<file path="config.mk">
export PLATFORM = sky130hd
export DESIGN_NAME = stbt_ctrl
export DESIGN_NICKNAME = d
export VERILOG_FILES = /design/src/rtl/stbt_pkg.sv /design/src/rtl/stbt_ctrl.sv
export SDC_FILE = /design/constraint.sdc
export NUM_CORES = 1
export LEC_CHECK = 0
export BUFFER_PORTS_ARGS = -buffer_cell sky130_fd_sc_hd__buf_2
export CAP_MARGIN = 5
export CORE_AREA = 2 2 39 41
export CTS_BUF_LIST = sky130_fd_sc_hd__clkbuf_4
export DETAILED_ROUTE_END_ITERATION = 8
export DIE_AREA = 0 0 41 43
export PLACE_DENSITY = 0.68
export SYNTH_ARGS = -nofsm -noshare
export SYNTH_HDL_FRONTEND = slang
export SYNTH_SLANG_ARGS = --single-unit
export TNS_END_PERCENT = 30
</file>
<file path="constraint.sdc">
create_clock -name clk_i -period 1.2 [get_ports clk_i]
set_input_delay 0.12 -clock clk_i [delete_from_list [all_inputs] [get_ports clk_i]]
set_output_delay 0.12 -clock clk_i [all_outputs]
set_load 0.02 [all_outputs]
</file>
<file path="src/rtl/stbt_pkg.sv">
// ----------------------------------------------------------------------------
// stbt_pkg
// Types, sizes and codes shared by the sorted time bracket table modules.
// ----------------------------------------------------------------------------
`default_nettype none

package stbt_pkg;

  localparam int unsigned TABLE_DEPTH = 1024;
  localparam int unsigned IDX_W       = $clog2(TABLE_DEPTH);
  localparam int unsigned CNT_W       = $clog2(TABLE_DEPTH + 1);
  localparam int unsigned TIME_W      = 24;
  localparam int unsigned REC_W       = 20;
  localparam int unsigned STATUS_W    = 3;
  localparam int unsigned ENTRY_W     = TIME_W + REC_W;

  typedef enum logic {
    OP_INSERT = 1'b0,
    OP_QUERY  = 1'b1
  } op_e;

  typedef enum logic [STATUS_W-1:0] {
    ST_INSERTED = 3'd0,
    ST_FULL     = 3'd1,
    ST_EXACT    = 3'd2,
    ST_BRACKET  = 3'd3,
    ST_NO_UPPER = 3'd4
  } status_e;

  typedef enum logic [3:0] {
    S_IDLE,
    S_SRCH_RD,
    S_SRCH_CMP,
    S_SHIFT,
    S_INS_WR,
    S_UP_CHK,
    S_LO_CHK,
    S_RESP
  } state_e;

  // Commands from the controller to the datapath
  typedef struct packed {
    logic    load;
    logic    rd_mid;
    logic    srch_upd;
    logic    shift_init;
    logic    shift_step;
    logic    write_new;
    logic    rd_pos;
    logic    rd_pos_m1;
    logic    set_status;
    status_e status;
    logic    set_exact;
    logic    set_upper;
    logic    set_lower;
  } cmd_t;

  // Status from the datapath to the controller
  typedef struct packed {
    logic full;
    logic srch_done;
    logic shift_done;
    logic pos_lt_count;
    logic pos_zero;
    logic hit_eq;
    logic up_far;
    logic lo_far;
  } sts_t;

endpackage

`default_nettype wire

</file>
<file path="src/rtl/stbt_ctrl.sv">
// ----------------------------------------------------------------------------
// stbt_ctrl
// Sequencer for insert and query: binary search, shift, neighbor checks.
// ----------------------------------------------------------------------------
`default_nettype none

module stbt_ctrl (
  input  wire logic           clk_i,
  input  wire logic           rst_ni,
  input  wire logic           in_valid_i,
  input  wire logic           op_i,
  input  wire logic           out_ready_i,
  input  wire stbt_pkg::sts_t sts_i,
  output stbt_pkg::cmd_t      cmd_o,
  output logic                in_ready_o,
  output logic                out_valid_o
);

  stbt_pkg::state_e state_q, state_d;
  logic             op_q, op_d;

  always_ff @(posedge clk_i or negedge rst_ni) begin
    if (!rst_ni) begin
      state_q <= stbt_pkg::S_IDLE;
      op_q    <= stbt_pkg::OP_INSERT;
    end else begin
      state_q <= state_d;
      op_q    <= op_d;
    end
  end

  always_comb begin
    state_d     = state_q;
    op_d        = op_q;
    cmd_o       = '0;
    cmd_o.status = stbt_pkg::ST_INSERTED;
    in_ready_o  = 1'b0;
    out_valid_o = 1'b0;

    case (state_q)
      stbt_pkg::S_IDLE: begin
        in_ready_o = 1'b1;
        if (in_valid_i) begin
          cmd_o.load = 1'b1;
          op_d       = op_i;
          if (op_i == stbt_pkg::OP_INSERT && sts_i.full) begin
            cmd_o.set_status = 1'b1;
            cmd_o.status     = stbt_pkg::ST_FULL;
            state_d          = stbt_pkg::S_RESP;
          end else begin
            state_d = stbt_pkg::S_SRCH_RD;
          end
        end
      end

      stbt_pkg::S_SRCH_RD: begin
        if (!sts_i.srch_done) begin
          cmd_o.rd_mid = 1'b1;
          state_d      = stbt_pkg::S_SRCH_CMP;
        end else if (op_q == stbt_pkg::OP_INSERT) begin
          cmd_o.shift_init = 1'b1;
          state_d          = stbt_pkg::S_SHIFT;
        end else if (sts_i.pos_lt_count) begin
          cmd_o.rd_pos = 1'b1;
          state_d      = stbt_pkg::S_UP_CHK;
        end else begin
          cmd_o.set_status = 1'b1;
          cmd_o.status     = stbt_pkg::ST_NO_UPPER;
          state_d          = stbt_pkg::S_RESP;
        end
      end

      stbt_pkg::S_SRCH_CMP: begin
        cmd_o.srch_upd = 1'b1;
        state_d        = stbt_pkg::S_SRCH_RD;
      end

      stbt_pkg::S_SHIFT: begin
        if (sts_i.shift_done) begin
          state_d = stbt_pkg::S_INS_WR;
        end else begin
          cmd_o.shift_step = 1'b1;
        end
      end

      stbt_pkg::S_INS_WR: begin
        cmd_o.write_new  = 1'b1;
        cmd_o.set_status = 1'b1;
        cmd_o.status     = stbt_pkg::ST_INSERTED;
        state_d          = stbt_pkg::S_RESP;
      end

      stbt_pkg::S_UP_CHK: begin
        cmd_o.set_status = 1'b1;
        state_d          = stbt_pkg::S_RESP;
        if (sts_i.hit_eq) begin
          cmd_o.status    = stbt_pkg::ST_EXACT;
          cmd_o.set_exact = 1'b1;
        end else if (sts_i.up_far) begin
          cmd_o.status = stbt_pkg::ST_NO_UPPER;
        end else begin
          cmd_o.status    = stbt_pkg::ST_BRACKET;
          cmd_o.set_upper = 1'b1;
          // fetch the earlier neighbor unless at the start of the table
          if (!sts_i.pos_zero) begin
            cmd_o.rd_pos_m1 = 1'b1;
            state_d         = stbt_pkg::S_LO_CHK;
          end
        end
      end

      stbt_pkg::S_LO_CHK: begin
        cmd_o.set_lower = !sts_i.lo_far;
        state_d         = stbt_pkg::S_RESP;
      end

      stbt_pkg::S_RESP: begin
        out_valid_o = 1'b1;
        if (out_ready_i) begin
          state_d = stbt_pkg::S_IDLE;
        end
      end

      default: begin
        state_d = stbt_pkg::S_IDLE;
      end
    endcase
  end

endmodule

`default_nettype wire

</file>
# Yosys cells after proc, flatten, opt, wreduce, memory -nomap -nowiden
# Cells that the tools add are included.
# op_classes
n_eq_ne,10
reduce_logical,6
bitwise,1
muxes,45
# op_table
operator,count
2-to-1 mux 4 bit,12
case mux 4 bit (7 select lines),1
2-to-1 mux 1 bit,26
equality test 4 x 3 -> 1 bit (second input constant),4
case mux 4 bit (4 select lines),1
2-to-1 mux 3 bit,3
equality test 4 x 2 -> 1 bit (second input constant),2
inequality test 2 bit (second input constant),3
equality test 4 x 1 -> 1 bit (second input constant),1
logical NOT 4 bit,1
2-to-1 mux 2 bit,2
AND reduction 3 bit,1
AND reduction 2 bit,1
OR reduction 2 bit,1
logical AND 1 bit,1
logical NOT 1 bit,1
inverter 1 bit,1
# totals
out_inout_bits,17
word_cells,64
register_bits,5
in_bits,13

# Longest topological paths before layout
# Gate-level depths: netlist of run 1.
# depth
word_depth,5
ltp_mapped,4

# Worst setup path after synthesis of run 1
# No wires, ideal clock.
# synth_timing
path_type,register -> register
start,register state_q[2]
end,register op_q
period_less_slack_ns,1.840
slack_ns,-0.640
t_required_ns,1.075
arrival_ns,1.715
setup_time_ns,0.125
n_path_buf,0
path_stages_with_launch,4
path_cell_list,dfrtp_1 > nor3_1 > and2_2 > mux2_2
# synth_between
elab_chain_cells,2
# synth_lines
element,line_no,source
start: declaration,stbt_ctrl.sv:19,"stbt_pkg::state_e state_q, state_d;"
start signal: assignment,stbt_ctrl.sv:24,state_q <= stbt_pkg::S_IDLE;
start signal: assignment,stbt_ctrl.sv:27,state_q <= state_d;
logical NOT 4 bit,stbt_ctrl.sv:40,case (state_q)
AND reduction 2 bit (no source line),n/a,
end signal: assignment,stbt_ctrl.sv:25,op_q <= stbt_pkg::OP_INSERT;
end signal: assignment,stbt_ctrl.sv:28,op_q <= op_d;
end: declaration,stbt_ctrl.sv:20,"logic op_q, op_d;"
# No other way between the ends.
# A chain may end at the register's enable or synchronous reset.

==> impl_metrics.ini, run 1 <==
[synth]
syn-num-nets = 67
ys_types = 32
synth_area_um2 = 427.9
yosysWarnings = 0
synth_top_area_share_pct = 23.39
yosys-top-cells-area = dfrtp_1, nor4bb_1, inv_1, nand2_1, nand3b_1
synth_ff_type = dfrtp_1
ys_seq_elements = 4
synth.largest_area_cell = dfrtp_1
synth-edff-count = 0
netlist_top_cells_count = dfrtp_1, inv_1, nand2_1
syn_inst = 54
async_flop_share_pct = 100.0
avgSynthCellArea_um2 = 7.924
synth-seq-area-share_pct = 23.39

[placed_design]
gp_congestion = 0.7911
dp_hpwl_um = 1060
place_area_um2 = 709.4
pre_cts_slack_ns = -0.2047
port_buffers = 29

[clock_network]
cts_buffers = 3
cts_sinks = 4
insertion_delay_ns = 0.23
clockBufferDepth = 2
htreeDepth = 1
root_buffer = clkbuf_4
clk_pin_slew_ns = 0.04
tritoncts = done

[routing]
met1_length_um = 570
drt_iter0_drc = 6
highest_layer = met3
drc = 0
first_pass_iters = 2
met2_length_um = 792
wire_per_inst_um = 12.61
final_antenna_net_count = 0
finalWirelength_um = 1438
wl_met3_um = 74
vias = 571
via_per_inst = 5.009

[critical_path]
worstSetupPathType = register to output pin
worstPathRequired_ns = 1.08
r2r_slack_ns = -0.22
path_max_fanout = 5
cp_data_arrival_time_ns = 1.45
crit_path_end_kind = output pin
start_kind = register

[flow_run]
drv_cap = 0

[grt]
grt_pass1_wl_um = 2076
grt_pass1_vias = 518
antenna_found_initial = 0
track_usage_pct = 17.19
grt_max_degree = 8
gr-total-overflow = 0

[layout]
nFillCells = 123
stdcell_area_um2 = 882.1
diodes = 0
multi_input_area_um2 = 381.6
layout.area.seq_um2 = 103.9
area_growth_pct = 106.1
nNetsFinal = 113
drive_gt1_share_pct = 68.37

[sta]
grt_setup_unrepaired = true
worst_slack_ns = -0.3657
final-hold-violation-count = 0
setup_viol = 21
worst_slew_pin_slew_ns = 0.3894
finalCriticalPeriod_ns = 1.566
slew_headroom_pct = 73.37
max_freq_ghz = 0.6387
drv_slew = 0
fin_crit_sh_pct = 130.5
whs_ns = 0.07350
fin_skew_ns = 0.001675

[floorplan]
dieHeight_um = 43
fp.dieW_um = 41
rows = 14
core_region_area_um2 = 1384
start_util_pct = 30.92
io-pin-count = 30
die_area_um2 = 1763

[power_and_ir_drop]
ir_drop_uv = 1240
powerDensity_nw_per_um2 = 2294
p_leak_nw = 0.4272

[worst_hold_path]
hold_class = primary input to register

[run_status]
violations = negative setup slack
status = finished with violations
-- sequential cells by signal, summed over array words and instances (netlist names) --
signal and flops:
state_q 3, op_q 1
-- path summary, 6_finish.rpt --
kind | startpoint | to | cells past startpoint
worst max-delay path | state_q[1]$_DFFE_PN0P_ | cmd_o[7] | 4
worst min-delay path | out_ready_i | state_q[2]$_DFFE_PN0P_ | 2
worst max register to register | state_q[1]$_DFFE_PN0P_ | state_q[2]$_DFFE_PN0P_ | 4
worst min register to register | op_q$_DFFE_PN0P_ | op_q$_DFFE_PN0P_ | 1
max in group asynchronous | rst_ni | state_q[1]$_DFFE_PN0P_ | 2
min in group asynchronous | rst_ni | state_q[0]$_DFFE_PN0P_ | 2
-- report_power, final --
part           switching (W)  total, W  internal [W]
logic               0.000685   0.00151      0.000823
registers           0.000134  0.000353      0.000219
clock network      0.0000504  0.000162      0.000112
total               0.000870   0.00202       0.00115
-- cell type report --
class                      count  share of cell area (%)
sequential                     4                   11.77
timing repair buffer          44                   38.44
tap                           16                   2.270
inverter                       4                   1.702
multi-input combinational     43                   43.26
clock buffer                   3                   2.553
-- stage by stage --
step | total power (W) | TNS [ns] | cells | util, %
2_1_floorplan | 0.001108 | -1.599 | 54 | -
3_3_place_gp | 0.001547 | -1.736 | 107 | 51.27
3_5_place_dp | 0.001555 | -1.988 | 107 | 51.27
4_1_cts | 0.001873 | -5.195 | 113 | 58.50
5_1_grt | 0.002167 | -6.411 | 114 | 63.74
6_report | 0.002024 | -4.955 | 114 | 63.74
-- placed cells by master, fill, tap and decap left out, types with 2 or more instances in the layout --
cell type  netlist  routed
buf_4            1      18
buf_2            2      14
buf_6            0      11
inv_1            4       3
clkbuf_4         0       3
dfrtp_2          0       3
nor3b_2          0       2
nor2_1           3       2
nand3b_1         2       2
a21oi_1          2       2
and3_1           2       2
nand2b_1         2       2
nand2_1          4       2
nand3_1          2       2
-- worst max-delay path: stages (launching register included) --
cell	delay (ns)
dfrtp_2	0.43
nand3b_1	0.19
or3_4	0.38
nor2_4	0.10
buf_6	0.12
-- kinds of logic after synthesis --
kind of cell	share of synthesized area [%]
muxes	2.631
AOI/OAI and AO/OA	19.01
and+or+nand+nor	47.37
buffers and inverters	7.602
DFF	23.39
-- metal layers --
metal	track usage, %	up-vias
met5	0	-
met4	8.000	0
met3	0	0
met2	29.06	18
met1	21.38	259
li1	-	294
-- timing repair --
| item | in CTS | in global routing |
|---|---|---|
| gates resized for setup | 20 | 18 |
| buffers inserted | 2 | 1 |
| hold buffers | 1 | 0 |
| gates cloned | 0 | 0 |
| endpoints found under the hold margin | 4 | 0 |
| setup endpoints to repair | 21 | 21 |
| pin swaps | 5 | 5 |
No activity file was read; power rests on OpenSTA's default activity.
==> run 2: changes to the inputs <==
--- a/config.mk
+++ b/config.mk
@@ -11,7 +11,7 @@
 export CTS_BUF_LIST = sky130_fd_sc_hd__clkbuf_4
 export DETAILED_ROUTE_END_ITERATION = 8
 export DIE_AREA = 0 0 41 43
-export PLACE_DENSITY = 0.68
+export PLACE_DENSITY = 0.65
 export SYNTH_ARGS = -nofsm -noshare
 export SYNTH_HDL_FRONTEND = slang
 export SYNTH_SLANG_ARGS = --single-unit
==> constraint.sdc (replaced) <==
create_clock -name clk_i -period 1.6 [get_ports clk_i]
set_input_delay 0.16 -clock clk_i [delete_from_list [all_inputs] [get_ports clk_i]]
set_output_delay 0.16 -clock clk_i [all_outputs]
set_load 0.005 [all_outputs]
==> run 2 against run 1 <==
Net effect:
- the run still ends with negative setup slack left
- worst setup slack improved by 0.36 ns
- final cell count decreased by 7.0%
- routed wire length decreased by 19%
- register-to-register slack improved by 0.38 ns
- highest routed layer is now met4
==> impl_metrics.ini, run 2 (synthesized netlist as in run 1, its figures left out) <==
[run_status]
status = finished with violations
violations = negative setup slack

[routing]
first_pass_iters = 2
via_per_inst = 5.132
wire_per_inst_um = 10.94
drc = 0
vias = 544
final_antenna_net_count = 0
drt_iter0_drc = 2
finalWirelength_um = 1160

[floorplan]
dieHeight_um = 43
core_region_area_um2 = 1384
io-pin-count = 30
die_area_um2 = 1763
start_util_pct = 30.92
rows = 14
fp.dieW_um = 41

[sta]
grt_setup_unrepaired = true
final-hold-violation-count = 0
finalCriticalPeriod_ns = 1.609
drv_slew = 0
finalSetupTns_ns = -0.009467
slew_headroom_pct = 69.87
fin_skew_ns = 0.003194
worst_slack_ns = -0.009467
setup_viol = 1
fin_crit_sh_pct = 100.6
worst_slew_pin_slew_ns = 0.4406
max_freq_ghz = 0.6213

[worst_hold_path]
min_path_cells = 2
hold_class = primary input to register

[clock_network]
insertion_delay_ns = 0.23
htreeDepth = 1
root_buffer = clkbuf_4
clockBufferDepth = 2
cts_sinks = 4
clk_pin_slew_ns = 0.04
cts_buffers = 3
tritoncts = done

[power_and_ir_drop]
powerDensity_nw_per_um2 = 1556
p_leak_nw = 0.3550
ir_drop_uv = 813.8
pwr-share-clk_pct = 11.7
intPower_w = 0.0006238
swShare_pct = 40.46
pwr-share-seq_pct = 25.1
share_comb_of_total_power_pct = 63.2
p_switching_w = 0.0004239

[layout]
final_cells = 106
diodes = 0
largest_register_ffs = 3
nNetsFinal = 105
regMostFlops = state_q
final_cell_mix = buf_2, buf_4, nand2_1, inv_1
drive_gt1_share_pct = 55.56
stdcell_area_um2 = 673.1
area_growth_pct = 57.31
final_common_cell = buf_2
reg.largest.list = state_q x3, op_q x1

[critical_path]
reg2reg_depth = 4
path_max_fanout = 8
worstPathRequired_ns = 1.44
crit_path_end_kind = output pin
worstSetupPathType = register to output pin
start_kind = register
cp_data_arrival_time_ns = 1.45

[grt]
grt_pass1_wl_um = 1649
antenna_found_initial = 0
grt_max_degree = 11
track_usage_pct = 14.03
grt_pass1_vias = 418
gr-total-overflow = 0

[placed_design]
place_area_um2 = 598.1
gp_congestion = 0.8703
dp_cells = 99
port_buffers = 29
dp_hpwl_um = 924.5

[flow_run]
drv_cap = 0
==> run 2: changes by cell type in the layout (fill, tap and decap cells not counted), moves of 2 or more <==
cell      previous run  this run
buf_2               14        29
buf_6               11         0
nand2_1              2         4
buf_4               18         6
nor2b_1              0         2
nor4bb_1             0         2
==> run 2: metrics by stage <==
| stage | hold slack [ns] | power [W] | setup slack, ns | util [%] |
|---|---|---|---|---|
| 2_1_floorplan | -0.1356 | 0.0006242 | 0.1876 | - |
| 3_3_place_gp | -0.03234 | 0.0008296 | 0.1596 | 43.22 |
| 3_5_place_dp | -0.03265 | 0.0008429 | 0.1355 | 43.22 |
| 4_1_cts | 0.1077 | 0.0009961 | -0.03976 | 46.20 |
| 5_1_grt | 0.09871 | 0.001145 | -0.09691 | 48.64 |
| 6_report | 0.1162 | 0.001048 | -0.009467 | 48.64 |
==> run 2: metal layers <==
layer	track usage, %	part of all wire [%]	vias up
li1	-	-	276
met1	16.34	41	251
met2	21.25	51	15
met3	3.141	6.1	2
met4	10.00	0.86	0
met5	0	0	-
==> run 2: cell type report <==
type | count | area [um2]
repair buffers | 36 | 200.2
fillers | 149 | 710.7
flip-flops and latches | 4 | 103.9
well taps | 16 | 20.02
clock buffers | 3 | 22.52
multi-input cells | 43 | 311.5
inverters | 4 | 15.01
==> run 2: power groups by stage <==
stage	Clock [W]	Combinational, W	Sequential, W
global placement	0	0.000583	0.000246
CTS	0.000132	0.000612	0.000252
finish	0.000123	0.000662	0.000263
global route	0.000139	0.000730	0.000277
floorplan	0	0.000418	0.000206
detailed placement	0	0.000592	0.000251
==> run 2: worst max-delay path: stages, from the launching register on <==
cell,delay [ns]
dfrtp_2,0.44
nand3b_1,0.22
or3_4,0.37
nor2_2,0.08
buf_2,0.11
==> run 2: final timing paths <==
path / slack [ns] / startpoint / end
min in group asynchronous: 0.26 / rst_ni / state_q[0]$_DFFE_PN0P_
worst min-delay path: 0.12 / out_ready_i / state_q[2]$_DFFE_PN0P_
worst max-delay path: -0.009 / state_q[1]$_DFFE_PN0P_ / cmd_o[7]
worst max register to register: 0.16 / state_q[1]$_DFFE_PN0P_ / state_q[2]$_DFFE_PN0P_
max in group asynchronous: 1.21 / rst_ni / state_q[1]$_DFFE_PN0P_
worst min register to register: 0.63 / op_q$_DFFE_PN0P_ / op_q$_DFFE_PN0P_
==> run 2: what timing repair did <==
action,4_1_cts,5_1_grt
setup buffers,1,2
hold buffers,1,0
resized for setup,1,6
endpoints found under the hold margin,4,0
pin swaps,0,1
setup endpoints to repair,4,8
==> run 3: changes to the inputs <==
--- a/config.mk
+++ b/config.mk
@@ -8,7 +8,7 @@
 export BUFFER_PORTS_ARGS = -buffer_cell sky130_fd_sc_hd__buf_2
 export CAP_MARGIN = 5
 export CORE_AREA = 2 2 39 41
-export CTS_BUF_LIST = sky130_fd_sc_hd__clkbuf_4
+export CTS_BUF_LIST = sky130_fd_sc_hd__clkbuf_8 sky130_fd_sc_hd__clkbuf_16
 export DETAILED_ROUTE_END_ITERATION = 8
 export DIE_AREA = 0 0 41 43
 export PLACE_DENSITY = 0.65
==> run 3 against run 2 <==
Net effect:
- the flow now finishes without violations
- first-iteration DRC count up 100%
- register-to-register slack about the same
- fmax up 1.1%
- clock skew down 0.0010 ns
- flip-flop and latch count unchanged
- sequential share of layout area down 0.34 points
- critical endpoint unchanged
- largest cell class unchanged
- largest power group unchanged
- highest routed layer unchanged
==> impl_metrics.ini, run 3 (synthesized netlist as in run 1, its figures left out) <==
[sta]
grt_setup_unrepaired = true
final-hold-violation-count = 0
max_freq_ghz = 0.6284
fin_crit_sh_pct = 99.46
worst_slack_ns = 0.008617
drv_slew = 0
setup_viol = 0
worst_slew_pin_slew_ns = 0.4416
fin_skew_ns = 0.002169
finalCriticalPeriod_ns = 1.591
finalSetupTns_ns = 0
slew_headroom_pct = 69.80

[power_and_ir_drop]
ir_drop_uv = 806.2
p_total_w = 0.001132
powerDensity_nw_per_um2 = 1645
p_leak_nw = 0.3631

[worst_hold_path]
hold_path_end = state_q[2]$_DFFE_PN0P_
hold_class = primary input to register
min_path_cells = 2
worstHoldStart = out_ready_i

[critical_path]
crit_path_end_kind = output pin
cp_data_arrival_time_ns = 1.43
start_kind = register
worstSetupPathType = register to output pin
timing.rr.end = state_q[2]$_DFFE_PN0P_
reg2reg_depth = 4
r2r_start = state_q[1]$_DFFE_PN0P_
r2r_slack_ns = 0.15
worstPathRequired_ns = 1.44
path_max_fanout = 8

[layout]
nNetsFinal = 105
regMostFlops = state_q
reg.largest.list = state_q x3, op_q x1
final_cell_mix = buf_2, buf_4, nand2_1, inv_1
diodes = 0
final_common_cell = buf_2
drive_gt1_share_pct = 54.44
area_growth_pct = 60.82
largest_register_ffs = 3

[routing]
via_per_inst = 5.142
drc = 0
vias = 545
met2_length_um = 578
drt_iter0_drc = 4
final_antenna_net_count = 0
wl_met3_um = 66
wire_per_inst_um = 10.95
first_pass_iters = 2
finalWirelength_um = 1161
highest_layer = met4
met1_length_um = 494

[clock_network]
insertion_delay_ns = 0.22
clk_pin_slew_ns = 0.03
root_buffer = clkbuf_8
cts_sinks = 4
clockBufferDepth = 2
cts_buffers = 3
tritoncts = done
htreeDepth = 1

[floorplan]
core_region_area_um2 = 1384
start_util_pct = 30.92
fp.dieW_um = 41
io-pin-count = 30
rows = 14
dieHeight_um = 43
die_area_um2 = 1763

[grt]
grt_pass1_wl_um = 1690
track_usage_pct = 14.13
antenna_found_initial = 0
grt_max_degree = 11
grt_pass1_vias = 423
gr-total-overflow = 0

[run_status]
status = finished clean

[placed_design]
pre_cts_slack_ns = 0.1355
dp_hpwl_um = 924.5
port_buffers = 29
gp_congestion = 0.8703

[flow_run]
drv_cap = 0
==> run 3: changes by cell type in the layout (fill, tap and decap cells not counted) <==
| cell | delta |
|---|---|
| a21oi_2 | -1 |
| a21oi_1 | +1 |
| clkbuf_4 | -3 |
| clkbuf_8 | +3 |
==> run 3: worst max-delay path by stage <==
stage | slack (ns) | start | cells after the start | to
final | 0.009 | state_q[1]$_DFFE_PN0P_ | 4 | cmd_o[7]
after global routing | -0.07 | state_q[1]$_DFFE_PN0P_ | 4 | cmd_o[7]
after CTS | -0.02 | state_q[2]$_DFFE_PN0P_ | 4 | cmd_o[6]
after detailed placement | 0.14 | state_q[2]$_DFFE_PN0P_ | 3 | op_q$_DFFE_PN0P_
after global placement | 0.16 | state_q[2]$_DFFE_PN0P_ | 3 | op_q$_DFFE_PN0P_
after floorplan | 0.19 | state_q[2]$_DFFE_PN0P_ | 3 | op_q$_DFFE_PN0P_
==> run 3: cell type report <==
cell class                 instances  area, um2
multi-input combinational         43      307.8
clock buffer                       3      41.29
tap                               16      20.02
inverter                           4      15.01
timing repair buffer              36      200.2
sequential                         4      103.9
fill                             145      695.7
==> run 3: metal layers <==
metal / up-vias / global-route usage, %
li1: 275 / -
met1: 251 / 17.32
met2: 17 / 21.56
met3: 2 / 1.571
met4: 0 / 10.00
met5: - / 0
==> run 3: worst max-delay path: stages, from the launching register on <==
cell	delay, ns
dfrtp_2	0.44
nand3b_1	0.22
or3_4	0.37
nor2_2	0.08
buf_2	0.11
==> run 3: power by group <==
part           switching [W]  internal, W
Combinational       0.000284     0.000373
Clock              0.0000505     0.000160
Sequential         0.0000994     0.000165
==> run 3: metrics by stage <==
stage               utilization (%)  cells  hold WS, ns  area (um2)
finish                        49.73    106       0.1337       688.2
global route                  49.73    106       0.1252       688.2
CTS                           47.56    104       0.1308       658.1
detailed placement            43.22     99     -0.03265       598.1
global placement              43.22     99     -0.03234       598.1
floorplan                         -     54      -0.1356       427.9
==> run 3: repair_timing <==
item | in CTS | in global routing
endpoints found under the hold margin | 4 | 0
setup buffers | 1 | 2
resized for setup | 1 | 5
endpoints found under the setup margin | 3 | 6
hold buffers | 1 | 0
